### config.mk
export PLATFORM = sky130hd
export DESIGN_NAME = rbsi_div
export DESIGN_NICKNAME = d
export VERILOG_FILES = /design/src/rtl/assert_macros.svh /design/src/rtl/rbsi_div.sv
export SDC_FILE = /design/constraint.sdc
export NUM_CORES = 2
export LEC_CHECK = 0
export BUFFER_PORTS_ARGS = -buffer_cell sky130_fd_sc_hd__buf_2
export CAP_MARGIN = 20
export CORE_MARGIN = 4
export CORE_UTILIZATION = 59
export CTS_BUF_LIST = sky130_fd_sc_hd__clkbuf_8
export CTS_CLUSTER_DIAMETER = 100
export DETAILED_ROUTE_END_ITERATION = 7
export MAX_ROUTING_LAYER = met4
export PLACE_DENSITY_LB_ADDON = 0.3
export SLEW_MARGIN = 0
export SYNTH_ARGS = -nofsm -noshare
export SYNTH_HDL_FRONTEND = slang
export SYNTH_SLANG_ARGS = --single-unit
### constraint.sdc
create_clock -name clk_i -period 3.4 [get_ports clk_i]
set_input_delay 0.34 -clock clk_i [delete_from_list [all_inputs] [get_ports clk_i]]
set_output_delay 0.34 -clock clk_i [all_outputs]
set_load 0.05 [all_outputs]
### src/rtl/assert_macros.svh
// Assertion macros used by the ray box slab unit.
`ifndef ASSERT_MACROS_SVH
`define ASSERT_MACROS_SVH
`ifndef SYNTHESIS
`define RBSI_ASSERT(lbl, clk, rstn, prop) \
  lbl: assert property (@(posedge clk) disable iff (!rstn) (prop)) \
    else $error("property violated");
`define RBSI_NEVER(lbl, clk, rstn, cond) \
  lbl: assert property (@(posedge clk) disable iff (!rstn) !(cond)) \
    else $error("forbidden condition seen");
`else
`define RBSI_ASSERT(lbl, clk, rstn, prop)
`define RBSI_NEVER(lbl, clk, rstn, cond)
`endif
`endif

### src/rtl/rbsi_div.sv
// Pipelined restoring divider over several lanes, one quotient bit per stage.
module rbsi_div #(
  parameter int DW    = 32,
  parameter int QW    = 17,
  parameter int LANES = 2,
  parameter int SW    = 1
) (
  input  logic                      clk_i,
  input  logic                      rst_ni,
  input  logic                      en_i,
  input  logic                      valid_i,
  input  logic [LANES-1:0][DW:0]    num_i,
  input  logic [LANES-1:0][DW-1:0]  den_i,
  input  logic [SW-1:0]             side_i,
  output logic                      valid_o,
  output logic [LANES-1:0][QW-1:0]  quo_o,
  output logic [SW-1:0]             side_o
);

  logic [QW-1:0] vld_q;
  logic [DW:0]   rem_q [QW][LANES];
  logic [DW:0]   rem_d [QW][LANES];
  logic [QW-1:0] quo_q [QW][LANES];
  logic [QW-1:0] quo_d [QW][LANES];
  logic [DW-1:0] den_q [QW][LANES];
  logic [SW-1:0] side_q [QW];

  function automatic logic [DW+1:0] div_step(input logic [DW:0] r, input logic [DW-1:0] d);
    logic          ge;
    logic [DW:0]   t;
    ge = r >= {1'b0, d};
    t  = ge ? r - {1'b0, d} : r;
    return {ge, t[DW-1:0], 1'b0};
  endfunction

  always_comb begin
    for (int l = 0; l < LANES; l++) begin
      {quo_d[0][l][0], rem_d[0][l]} = div_step(num_i[l], den_i[l]);
      quo_d[0][l][QW-1:1] = '0;
      for (int s = 1; s < QW; s++) begin
        {quo_d[s][l][0], rem_d[s][l]} = div_step(rem_q[s-1][l], den_q[s-1][l]);
        quo_d[s][l][QW-1:1] = quo_q[s-1][l][QW-2:0];
      end
    end
  end

  always_ff @(posedge clk_i or negedge rst_ni) begin
    if (!rst_ni) begin
      vld_q <= '0;
    end else if (en_i) begin
      vld_q <= {vld_q[QW-2:0], valid_i};
    end
  end

  always_ff @(posedge clk_i) begin
    if (en_i) begin
      side_q[0] <= side_i;
      for (int l = 0; l < LANES; l++) begin
        den_q[0][l] <= den_i[l];
      end
      for (int s = 1; s < QW; s++) begin
        side_q[s] <= side_q[s-1];
        for (int l = 0; l < LANES; l++) begin
          den_q[s][l] <= den_q[s-1][l];
        end
      end
      for (int s = 0; s < QW; s++) begin
        for (int l = 0; l < LANES; l++) begin
          rem_q[s][l] <= rem_d[s][l];
          quo_q[s][l] <= quo_d[s][l];
        end
      end
    end
  end

  always_comb begin
    for (int l = 0; l < LANES; l++) begin
      quo_o[l] = quo_q[QW-1][l];
    end
  end

  assign valid_o = vld_q[QW-1];
  assign side_o  = side_q[QW-1];

endmodule

# --- Word level (Yosys, flattened, before mapping) ---
# Memory sizes are Yosys's and may differ from the RTL's.
# Index checks and enable logic that the tools add are counted.
classes:
  addsub: 34
  mux: 36
  n_lt_le_gt_ge: 34
op_table:
  columns: ["cell", "count"]
  rows:
  - ["$ge 33x32->1", 34]
  - ["$mux 32", 34]
  - ["$sub 32x32->32", 34]
  - ["$mux 1", 2]
totals:
  inputBits: 135
  n_memories: 4
  wordCells: 109
  ram_bits: 2771
  output_inout_bits: 36
  reg_bits: 17
memory_table:
  columns: ["memory", "words", "width", "rd", "rd_clocked_by_memory_dff", "write_ports", "line_no", "rtl"]
  rows:
  - ["den_q", 17, 64, 16, 0, 17, "rbsi_div.sv:25", "logic [DW-1:0] den_q [QW][LANES];"]
  - ["rem_q", 17, 64, 16, 0, 17, "rbsi_div.sv:21", "logic [DW:0] rem_q [QW][LANES];"]
  - ["quo_q", 17, 34, 17, 0, 17, "rbsi_div.sv:23", "logic [QW-1:0] quo_q [QW][LANES];"]
  - ["side_q", 17, 1, 17, 0, 17, "rbsi_div.sv:26", "logic [SW-1:0] side_q [QW];"]

# --- Longest topological paths before layout ---
# An unclocked memory read counts as a cell.
logic_depth:
  word_depth: 3
  depth_mapped: 16
  depth_no_buf: 13

# --- Worst setup path after synthesis ---
# OpenSTA, ideal clock, no wires.
synth_path:
  path_kind: "register to register"
  start: "memory den_q[2][33] (netlist bit)"
  end: "memory rem_q[3][51] (netlist bit), data pin"
  n_path_buf: 1
  t_required_ns: 3.140
  arrival_time_ns: 3.025
  synth_period_minus_slack_ns: 3.285
  setup_time_ns: 0.260
  slack_ns: 0.115
  path_stages_with_launch: 13
  path_cell_list: "edfxtp_1 inv_1 ha_1 nor2b_1 o31a_1 o31ai_1 a31oi_1 o211a_1 nor3_1 nor2_1 a221oi_2 buf_2 mux2_2"
synth_rtl:
  columns: ["element", "line_no"]
  rows:
  - ["from (decl)", "rbsi_div.sv:25"]
  - ["to (decl)", "rbsi_div.sv:21"]

==> flow_summary_export.csv <==
group,metric,value,unit
synthesis,async_flop_share,0.712,%
clock_network,clk_pin_slew,0.06,ns
worst_setup_path,critPathLaunch,"rem_q[0][42]",
final_layout,fillCellCount,16400,
route,viasPerCell,5.74,
synthesis,synthTopCellsByArea,"edfxtp_1 (50%), ha_1 (9.6%), mux2_2 (3.9%)",
timing,max_freq,0.283,GHz
synthesis,synth.yosys.seq_area_share,50.7,%
route,wire_per_inst,18.6,um
final_layout,finalNonFillerCells,18000,
die,fp-row-count,179,
placed_design,place_congestion,1.03,
timing,clock_skew,0.129,ns
job,max-cap-violations,0,
timing,rsz0062_at_grt,"true",
final_layout,post_route_cells_drive_above_1_share,20.3,%
worst_setup_path,worstPathArrival,4.36,ns
timing,fin_crit,3.53,ns
pwr,p_leak,72.7,nW
synthesis,synth.ff_latch_count,2388,
die,fp.dieW,497,um
worst_setup_path,r2r_slack,-0.13,ns
synthesis,synth_edf_count,2371,
die,fp.dieH,497,um
route,first_pass_iters,7,
pwr,p_per_area,930,nW/um2
worst_setup_path,r2r-end,"rem_q[1][44]",
timing,max_slew_margin,25.6,%
grt,antenna_found_initial,4,
status,violations,"setup timing",
die,fp.coreArea,238000,um2
grt,grt_overflow,0,
route,drt-total-wl,334000,um
worst_setup_path,cp-end-kind,"flip-flop",
worst_setup_path,crit_required,4.23,ns
synthesis,synth.most_common_cell,"edfxtp_1",
synthesis,synth_compound_area_share,15.6,%
synthesis,synth_cells,12800,
pwr,worst_ir_drop_vdd,463,uV
timing,whs,0.145,ns
grt,grt_pass1_vias,106000,
synthesis,synth_ff_type,"edfxtp_1",
timing,min_period_over_period,104,%
synthesis,syn_area,141000,um2
synthesis,synthXorXnorAreaFrac,5.37,%
synthesis,yosys.area.top_type,"edfxtp_1",
synthesis,avgSynthCellArea,11.0,um2
synthesis,synth_fp_nets,14100,
synthesis,yosys_warnings,0,
clock_network,numCtsBuffers,402,
grt,grt_max_degree,104,
placed_design,io_buffers,170,
synthesis,synth_top_family_by_area,"compound AO/OA/AOI/OAI gates",
worst_setup_path,rr_startpoint,"rem_q[0][42]",
placed_design,dpl.hpwl,245000,um
worst_setup_path,crit_fanout,6,
worst_setup_path,setup.worst_path.start_class,"flip-flop",
synthesis,synth_top_area_share,50.4,%
synthesis,synthTopCellsByCount,"edfxtp_1 (2371), inv_1 (1369), ha_1 (1086), a21oi_1 (1057), nand2_1 (821)",
timing,worst_pin_slew,1.12,ns
clock_network,clock_sinks,2388,
route,num_vias,103000,
timing,report.final.slew_viol_count,0,
timing,hold_violations,0,
die,initial_core_util,59.4,%
clock_network,cts_tree,"built",
synthesis,muxShareOfSynthArea,4.56,%
placed_design,dp.cells,16800,
placed_design,placed_cell_area,153000,um2
synthesis,ys_types,100,
final_layout,stdcell_area,169000,um2
timing,setup_viol,78,
route,drt-initial-drc-count,6790,
pwr,power,157,mW
worst_setup_path,setup.worst_path.end,"rem_q[1][44]",
synthesis,synth_fa_ha_area_share,10.1,%
status,status,"finished with violations",
route,remaining_drc_errors,0,
grt,grt_pass1_wl,527000,um
worst_setup_path,reg2reg_depth,13,
die,dieArea,247000,um2
worst_setup_path,crit_type,"flip-flop to flip-flop",
clock_network,clock_latency,1.10,ns
min_path,hold_class,"primary input to flip-flop",
clock_network,root_buffer,"clkbuf_8",
grt,grt.total_usage,26.6,%
route,final_antenna_net_count,0,
final_layout,nets,15800,
final_layout,syn2layout_area_growth,19.6,%
clock_network,ctsHtreeMaxLevel,5,
synthesis,yosys.area_share.simple,8.88,%
die,num_io_pins,171,
clock_network,cts_buffer_depth,4,
timing,setup_ws,-0.129,ns
[power breakdown]
part,switching (mW),internal [mW]
clock network,11.3,12.4
registers,4.60,44.3
logic,43.5,41.0
total,59.4,97.7
[what timing repair did]
item / 4_1_cts / 5_1_grt
setup endpoints to repair: 686 / 843
cloned: 20 / 20
endpoints found under the hold margin: 312 / 0
buffers inserted: 65 / 96
pin swaps: 66 / 165
gates resized for setup: 245 / 592
hold buffers: 248 / 0
[final cells by class]
cell class	instances	area, um2	share of cell area (%)
multi-input combinational	8680	66400	39.3
tap	3167	3960	2.34
inverter	1371	5150	3.05
clock buffer	402	5530	3.27
clock inverter	295	1790	1.06
sequential	2388	71600	42.4
timing repair buffer	1658	14600	8.62
antenna	5	12.5	0.00740
[kinds of logic after synthesis]
| logic type | after synthesis |
|---|---|
| AO/OA/AOI/OAI | 3481 |
| AND/OR/NAND/NOR | 2649 |
| flip-flops | 2388 |
| buffers and inverters | 1756 |
| adder cells (fa/ha/maj) | 1118 |
| XOR/XNOR | 867 |
| multiplexers | 565 |
[stage by stage]
stage | setup TNS [ns] | utilization, % | setup slack (ns)
6_report | -4.19 | 71.0 | -0.129
5_1_grt | -18.27 | 71.0 | -0.197
4_1_cts | -2.39 | 69.5 | -0.107
3_5_place_dp | -47.52 | 64.5 | -0.318
3_3_place_gp | -21.99 | 64.5 | -0.336
2_1_floorplan | 0 | - | 0.115
[critical path, stage by stage, from the launching register on]
cell	delay (ns)
edfxtp_1	0.49
ha_4	0.27
and3_1	0.18
a221o_1	0.36
a21o_1	0.24
a211o_4	0.34
a311o_2	0.38
a31oi_4	0.23
o41ai_4	0.10
buf_4	0.20
buf_12	0.14
buf_8	0.14
nor2_2	0.12
a21oi_2	0.06
[cell usage in the layout, fill, tap and decap left out, drive strengths merged, types with 41 or more instances in the layout]
| cell type | instances |
|---|---|
| a21oi | 1061 |
| edfxtp | 2371 |
| buf | 1393 |
| inv | 1478 |
| o21ai | 724 |
| nand2 | 821 |
| nor2b | 153 |
| dlygate4sd3 | 245 |
| nand2b | 123 |
| clkbuf | 420 |
| nand4 | 195 |
| o31ai | 110 |
| nor2 | 723 |
| nand3 | 189 |
| clkinv | 161 |
| o211ai | 41 |
| a21o | 671 |
| mux2 | 527 |
| o21a | 132 |
| and3 | 94 |
| xor2 | 352 |
| o21bai | 116 |
| xnor2 | 515 |
| and2 | 45 |
| ha | 1086 |
| nor4 | 43 |
| a211oi | 91 |
| nor3 | 109 |
| a31oi | 151 |
[layer usage]
| layer | up-vias | wire (um) | GRT usage (%) |
|---|---|---|---|
| met2 | 3012 | 177000 | 49.1 |
| li1 | 50400 | - | - |
| met5 | - | 0 | - |
| met1 | 48600 | 126000 | 27.9 |
| met4 | 0 | 18400 | 13.3 |
| met3 | 1072 | 12500 | 3.46 |
[state kept, by name, summed over array words and instances (netlist names)]
register,cells
rem_q,1024
den_q,1024
quo_q,306
vld_q,17
side_q,17
[worst min path at each step]
stage                         start      endpoint  slack (ns)  cells past startpoint
after floorplan              rst_ni      vld_q[0]        0.04                      0
after global placement       rst_ni     vld_q[12]        0.26                      1
after detailed placement     rst_ni     vld_q[15]        0.28                      1
after CTS                 num_i[24]  rem_q[0][56]        0.01                      3
after global routing      num_i[24]  rem_q[0][56]        0.05                      3
final                     num_i[24]  rem_q[0][56]        0.15                      3
No activity file was read; power rests on OpenSTA's default activity.
