===== src/rtl/assert_macros.svh =====
// Assertion macros used by the ray box slab unit.
`ifndef ASSERT_MACROS_SVH
`define ASSERT_MACROS_SVH
`ifndef SYNTHESIS
`define RBSI_ASSERT(lbl, clk, rstn, prop) \
  lbl: assert property (@(posedge clk) disable iff (!rstn) (prop)) \
    else $error("property violated");
`define RBSI_NEVER(lbl, clk, rstn, cond) \
  lbl: assert property (@(posedge clk) disable iff (!rstn) !(cond)) \
    else $error("forbidden condition seen");
`else
`define RBSI_ASSERT(lbl, clk, rstn, prop)
`define RBSI_NEVER(lbl, clk, rstn, cond)
`endif
`endif


===== src/rtl/rbsi_isqrt.sv =====
// Pipelined integer square root of a 64-bit value, one result bit per stage.
module rbsi_isqrt #(
  parameter int SW = 1
) (
  input  logic          clk_i,
  input  logic          rst_ni,
  input  logic          en_i,
  input  logic          valid_i,
  input  logic [63:0]   x_i,
  input  logic [SW-1:0] side_i,
  output logic          valid_o,
  output logic [31:0]   root_o,
  output logic [SW-1:0] side_o
);

  localparam int STAGES = 32;

  logic [STAGES-1:0] vld_q;
  logic [63:0]       x_q [STAGES];
  logic [63:0]       r_q [STAGES];
  logic [63:0]       x_d [STAGES];
  logic [63:0]       r_d [STAGES];
  logic [SW-1:0]     side_q [STAGES];

  function automatic logic [127:0] sq_step(input logic [63:0] x, input logic [63:0] r,
                                           input int k);
    logic [63:0] b;
    logic [63:0] t;
    b = 64'd1 << (62 - 2 * k);
    t = r + b;
    if (x >= t) begin
      return {x - t, (r >> 1) + b};
    end
    return {x, r >> 1};
  endfunction

  always_comb begin
    {x_d[0], r_d[0]} = sq_step(x_i, 64'd0, 0);
    for (int k = 1; k < STAGES; k++) begin
      {x_d[k], r_d[k]} = sq_step(x_q[k-1], r_q[k-1], k);
    end
  end

  always_ff @(posedge clk_i or negedge rst_ni) begin
    if (!rst_ni) begin
      vld_q <= '0;
    end else if (en_i) begin
      vld_q <= {vld_q[STAGES-2:0], valid_i};
    end
  end

  always_ff @(posedge clk_i) begin
    if (en_i) begin
      side_q[0] <= side_i;
      for (int k = 0; k < STAGES; k++) begin
        x_q[k] <= x_d[k];
        r_q[k] <= r_d[k];
      end
      for (int k = 1; k < STAGES; k++) begin
        side_q[k] <= side_q[k-1];
      end
    end
  end

  assign valid_o = vld_q[STAGES-1];
  assign root_o  = r_q[STAGES-1][31:0];
  assign side_o  = side_q[STAGES-1];

endmodule


===== config.mk =====
export PLATFORM = sky130hd
export DESIGN_NAME = rbsi_isqrt
export DESIGN_NICKNAME = d
export VERILOG_FILES = /design/src/rtl/assert_macros.svh /design/src/rtl/rbsi_isqrt.sv
export SDC_FILE = /design/constraint.sdc
export NUM_CORES = 2
export LEC_CHECK = 0
export BUFFER_PORTS_ARGS = -buffer_cell sky130_fd_sc_hd__buf_2
export CAP_MARGIN = 0
export CORE_MARGIN = 10
export CORE_UTILIZATION = 49
export DETAILED_ROUTE_END_ITERATION = 8
export SLEW_MARGIN = 10
export SYNTH_ARGS = -nofsm -noshare
export SYNTH_HDL_FRONTEND = slang
export SYNTH_MEMORY_MAX_BITS = 65536
export SYNTH_SLANG_ARGS = --single-unit

===== constraint.sdc =====
create_clock -name clk_i -period 8.5 [get_ports clk_i]
set_input_delay 1.7 -clock clk_i [delete_from_list [all_inputs] [get_ports clk_i]]
set_output_delay 1.7 -clock clk_i [all_outputs]
set_load 0.05 [all_outputs]

# Yosys cells after proc, flatten, opt, wreduce, memory -nomap -nowiden
# Memories as Yosys holds them, arrays and structs flattened.
# Index checks and enable logic that the tools add are counted.
# Widths: inputs -> output; s select.
# classes
mul	0
reduce_logical	0
n_lt_le_gt_ge	32
shifts	0
div_mod_pow	0
bitwise	0
n_mux	98
addsub	94
eq_ne	0
# ops
op	n
$mux 128	64
$ge 64x64->1	31
$sub 64x64->64	31
$add 63x1->64 const B	1
$add 63x11->64 const B	1
$add 63x13->64 const B	1
$add 63x15->64 const B	1
$add 63x17->64 const B	1
$add 63x19->64 const B	1
$add 63x21->64 const B	1
$add 63x23->64 const B	1
$add 63x25->64 const B	1
$add 63x27->64 const B	1
$add 63x29->64 const B	1
$add 63x3->64 const B	1
$add 63x31->64 const B	1
$add 63x33->64 const B	1
$add 63x35->64 const B	1
$add 63x37->64 const B	1
$add 63x39->64 const B	1
$add 63x41->64 const B	1
$add 63x43->64 const B	1
$add 63x45->64 const B	1
$add 63x47->64 const B	1
44 further kinds	77
# totals
input_bits	69
latchBits	0
word_cells	228
ramBits	4128
mem_count	3
mem_bits_ro	0
out_inout_bits	34
regBits	32
# memory_table
name	words	word_bits	rd	rd_clocked_by_memory_dff	write_ports	line	rtl
r_q	32	64	32	0	32	rbsi_isqrt.sv:20	logic [63:0] r_q [STAGES];
x_q	32	64	31	0	32	rbsi_isqrt.sv:19	logic [63:0] x_q [STAGES];
side_q	32	1	32	0	32	rbsi_isqrt.sv:23	logic [SW-1:0] side_q [STAGES];

# Longest topological paths before layout
# logic_depth
word_depth	4
ltp_mapped	14
mapped_depth_nobuf	12

# Worst setup path after synthesis
# OpenSTA, ideal clock, no wires.
# synth_path
path_type	reg2reg
from	memory x_q[20][52], in the netlist x_q[1][308]
to	memory x_q[21][35], in the netlist x_q[1][355] (data pin)
stages_incl_launch_ff	10
arrival_ns	3.248
slack_ns	4.992
path_buffers	2
setup_ns	0.260
required_ns	8.240
synth_period_minus_slack_ns	3.508
cell_sequence	edfxtp_1 or4_4 or3_4 or3_4 or4_4 nor3_2 or4b_4 buf_6 buf_6 mux2_4
# synth_rtl
item	line
from (decl)	rbsi_isqrt.sv:19

==> report_table.html <==
<table>
<tr><th>Metric</th><th>Value</th></tr>
<tr><th colspan="2">STA</th></tr>
<tr><td>Final slew viol count</td><td>0</td></tr>
<tr><td>Total negative setup slack</td><td>0 ps</td></tr>
<tr><td>Layout Skew</td><td>roughly 67 ps</td></tr>
<tr><td>Unrepaired setup endpoints after global routing</td><td>no</td></tr>
<tr><td>Relative slew slack</td><td>12.9%</td></tr>
<tr><td>Peak Freq</td><td>between 150 and 200 MHz</td></tr>
<tr><td>Transition time at the pin with the least slew margin</td><td>around 1300 ps</td></tr>
<tr><td>Final setup violation count</td><td>0</td></tr>
<tr><td>Final hold vios</td><td>0</td></tr>
<tr><td>Time the worst path needs with I/O delays and setup</td><td>approximately 5500 ps</td></tr>
<tr><td>Period Utilization, post-route</td><td>64.2%</td></tr>
<tr><th colspan="2">Clock tree</th></tr>
<tr><td>Htree depth</td><td>5</td></tr>
<tr><td>Clock tree from TritonCTS</td><td>yes</td></tr>
<tr><td>Root cell of the clock tree</td><td>clkbuf_16</td></tr>
<tr><td>Resized Gates After CTS</td><td>0</td></tr>
<tr><td>Number of buffers added for setup after CTS</td><td>0</td></tr>
<tr><td>Hold buffers post-CTS</td><td>0</td></tr>
<tr><td>Buffer depth of the longest clock path</td><td>4</td></tr>
<tr><td>Clock latency on the worst-skew pair</td><td>940 ps</td></tr>
<tr><td>Clock transition at the registers of the reported paths</td><td>approximately 60 ps</td></tr>
<tr><td>Total CTS buffers</td><td>approximately 300</td></tr>
<tr><td>Number of clock sinks</td><td>about 2.6k</td></tr>
<tr><th colspan="2">Floorplanning</th></tr>
<tr><td>Die width</td><td>~520 µm</td></tr>
<tr><td>Num ports</td><td>slightly above 100</td></tr>
<tr><td>Starting density of the core</td><td>49.4%</td></tr>
<tr><td>Area of the placeable core</td><td>between 200000 and 250000 µm²</td></tr>
<tr><td>Total die area</td><td>around 270000 µm²</td></tr>
<tr><td>Die Height</td><td>between 500 and 600 µm</td></tr>
<tr><td>Std-Cell Rows</td><td>around 180</td></tr>
<tr><th colspan="2">Global route</th></tr>
<tr><td>Global-route usage over all layers</td><td>between 20% and 30%</td></tr>
<tr><td>Number of global-route vias before repair</td><td>76.6k</td></tr>
<tr><td>Initial antenna violation count</td><td>12</td></tr>
<tr><td>Largest net degree at the start of global routing</td><td>between 150 and 200</td></tr>
<tr><td>First-pass GRT wire length</td><td>481000 µm</td></tr>
<tr><td>Sum of overflow across all layers after global routing</td><td>0</td></tr>
<tr><th colspan="2">Worst setup path</th></tr>
<tr><td>Cell Chain, Critical Path</td><td>ha_1 -&gt; o21ai_0 -&gt; a21oi_1 -&gt; o311ai_0 -&gt; o21ai_0 -&gt; a21oi_1 -&gt; o31a_1 -&gt; clkinv_1 -&gt; buf_4 -&gt; and3_1 -&gt; nand3_1 -&gt; xnor2_1</td></tr>
<tr><td>Max Fanout on Critical Path</td><td>36</td></tr>
<tr><td>CP max-delay cell</td><td>o31a_1</td></tr>
<tr><td>Critical path data required time</td><td>between 9000 and 10000 ps</td></tr>
<tr><td>WP buf/inv</td><td>2</td></tr>
<tr><td>Largest stage delay on the critical path</td><td>approximately 900 ps</td></tr>
<tr><td>Capturing element type of the critical path</td><td>flip-flop</td></tr>
<tr><td>Crit path kind</td><td>reg2reg</td></tr>
<tr><td>Critical Path AT</td><td>between 6000 and 7000 ps</td></tr>
<tr><td>Family with the most delay on the worst path</td><td>compound AO/OA/AOI/OAI gates</td></tr>
<tr><td>Setup crit start kind</td><td>flip-flop</td></tr>
<tr><th colspan="2">Synthesis</th></tr>
<tr><td>Count of different cell masters after synthesis</td><td>94</td></tr>
<tr><td>Fraction of the yosys area taken by sequential cells</td><td>between 60% and 70%</td></tr>
<tr><td>Count of flip-flops with a built-in enable after synthesis</td><td>about 2.5k</td></tr>
<tr><td>Number of warnings printed during yosys synthesis</td><td>0</td></tr>
<tr><td>Synth Area per Inst</td><td>roughly 13 µm²</td></tr>
<tr><td>Syn_nets</td><td>10.4k</td></tr>
<tr><td>Summed instance area of the synthesized netlist</td><td>approximately 120000 µm²</td></tr>
<tr><td>Instance count of the mapped netlist</td><td>~9.8k</td></tr>
<tr><td>Post-synth ARST share</td><td>under 10%</td></tr>
<tr><td>Post-synthesis sequential element count</td><td>between 2k and 3k</td></tr>
<tr><td>Most used flip-flop cell after synthesis</td><td>edfxtp_1</td></tr>
<tr><th colspan="2">Flow run</th></tr>
<tr><td>Maximum capacitance violations</td><td>0</td></tr>
<tr><th colspan="2">Route</th></tr>
<tr><td>Number of detailed-route iterations in the first pass</td><td>6</td></tr>
<tr><td>Total number of vias</td><td>79.4k</td></tr>
<tr><td>DRC violation count after routing</td><td>0</td></tr>
<tr><td>Wirelength, routed</td><td>approximately 320000 µm</td></tr>
<tr><td>Vias per std cell</td><td>5.84</td></tr>
<tr><td>Antenna viol nets, final</td><td>0</td></tr>
<tr><td>Iter 0 DRT Violations</td><td>7117</td></tr>
<tr><td>Detailed-route wire length per cell</td><td>between 20 and 25 µm</td></tr>
<tr><th colspan="2">Layout</th></tr>
<tr><td>Filler instances</td><td>around 21k</td></tr>
<tr><td>Layout overhead on the synthesized area</td><td>11.3%</td></tr>
<tr><td>Most common cell after layout, fill and taps aside</td><td>edfxtp_1</td></tr>
<tr><td>Net count of the finished layout</td><td>~11k</td></tr>
<tr><td>Final non-filler cell area</td><td>roughly 140000 µm²</td></tr>
<tr><td>Final cell count without fillers</td><td>between 10k and 15k</td></tr>
<tr><td>Leading cell types in the layout, fill and taps excluded</td><td>edfxtp_1, inv_1, nand2_1</td></tr>
<tr><td>Fraction of final layout cells with drive strength greater than 1</td><td>7.26%</td></tr>
<tr><th colspan="2">Placement</th></tr>
<tr><td>Placement Cell Area</td><td>approximately 130000 µm²</td></tr>
<tr><td>Placed cell count</td><td>between 10k and 15k</td></tr>
<tr><td>Final GP Congestion</td><td>0.904</td></tr>
<tr><td>I/O Buffers</td><td>between 100 and 150</td></tr>
<tr><td>Half-perimeter wire length of the detailed placement result</td><td>about 240000 µm</td></tr>
<tr><th colspan="2">Pwr</th></tr>
<tr><td>Leakage power total</td><td>between 0.05 and 0.06 µW</td></tr>
<tr><td>Peak ir drop on the vdd network</td><td>between 0.2 and 0.25 mV</td></tr>
<tr><td>Power per cell area</td><td>approximately 280 nW/µm²</td></tr>
<tr><th colspan="2">Run status</th></tr>
<tr><td>Status</td><td>completed</td></tr>
<tr><th colspan="2">Min path</th></tr>
<tr><td>Type of the worst min-delay path</td><td>reg2reg</td></tr>
</table>
## through the flow
step           total power, µW  worst slack [ps]  hold slack, ps  utilization (%)
2_1_floorplan            22800              4990             400                -
3_3_place_gp             25600              3100             401             51.2
3_5_place_dp             25600              3190             405             51.2
4_1_cts                  38100              3150             363             55.0
5_1_grt                  39700              2690             384             55.0
6_report                 37900              3040             354             55.0
## per-layer routing
layer	up-vias	wire length, µm	GRT usage [%]
met5	-	21	0
met4	4	9560	6.45
met3	506	17300	3.33
met2	2313	154000	37.9
met1	39300	142000	31.7
li1	37200	-	-
## final cells by class
class                      count  area, µm²  area share [%]
antenna                        3       7.51         0.00548
multi-input combinational   6313      42600            31.1
clock inverter               139       1470            1.07
tap                         3330       4170            3.04
inverter                     697       2620            1.91
timing repair buffer         161       1090           0.798
clock buffer                 367       7840            5.73
sequential                  2576      77200            56.4
## cells in the mapped netlist (41+ instances only)
cell / instances / area, µm²
nand2_1: 663 / 2490
xor2_1: 384 / 3360
nand4_1: 181 / 1130
o21ai_0: 484 / 2420
a211oi_1: 54 / 405
o21a_1: 83 / 623
nor2b_1: 62 / 388
nor2_1: 634 / 2380
a21oi_1: 590 / 2950
o21bai_1: 44 / 330
o31ai_1: 43 / 323
edfxtp_1: 2544 / 76400
and3_1: 47 / 294
or3_1: 91 / 569
o211ai_1: 41 / 308
nand2b_1: 117 / 732
ha_1: 558 / 6980
or4_1: 78 / 586
nor4_1: 330 / 2060
inv_1: 692 / 2600
nand3_1: 177 / 886
mux2_2: 88 / 991
clkbuf_1: 160 / 601
a31oi_1: 42 / 263
a21o_1: 252 / 1890
nor4b_1: 51 / 447
xnor2_1: 512 / 4480
nor3_1: 251 / 1260
## final timing paths
| check | startpoint | end | slack, ps | cells after the start |
|---|---|---|---|---|
| max | x_q[1][837] | x_q[1][957] | 3040 | 12 |
| min | side_q[1][5] | side_q[1][6] | 350 | 0 |
| max reg2reg | x_q[1][837] | x_q[1][957] | 3040 | 12 |
| min reg2reg | side_q[1][5] | side_q[1][6] | 350 | 0 |
| max in group asynchronous | rst_ni | vld_q[30] | 7240 | 1 |
| min in group asynchronous | rst_ni | vld_q[20] | 820 | 1 |
## kinds of logic (layout without fill, tap and decap cells)
logic type	count (synthesis)	count (layout)	share of synthesized area (%)
adders and majority gates	558	558	5.68
buffers and inverters	889	1364	2.74
DFF	2576	2576	62.8
muxes	103	103	0.932
other	0	3	0
xor gates and xnor gates	896	896	6.38
AOI/OAI and AO/OA	1865	1865	9.38
and+or+nand+nor	2891	2891	12.1
## report_power, final
| group | switching (µW) | internal [µW] |
|---|---|---|
| Clock | 4990 | 7380 |
| Sequential | 1450 | 16200 |
| Combinational | 4760 | 3170 |
| Total | 11200 | 26700 |
## registers in the layout, indices dropped and copies added (netlist names)
signal and flops:
r_q 528, vld_q 32, side_q 32, x_q 1984
Power figures use the tool's default switching activity.
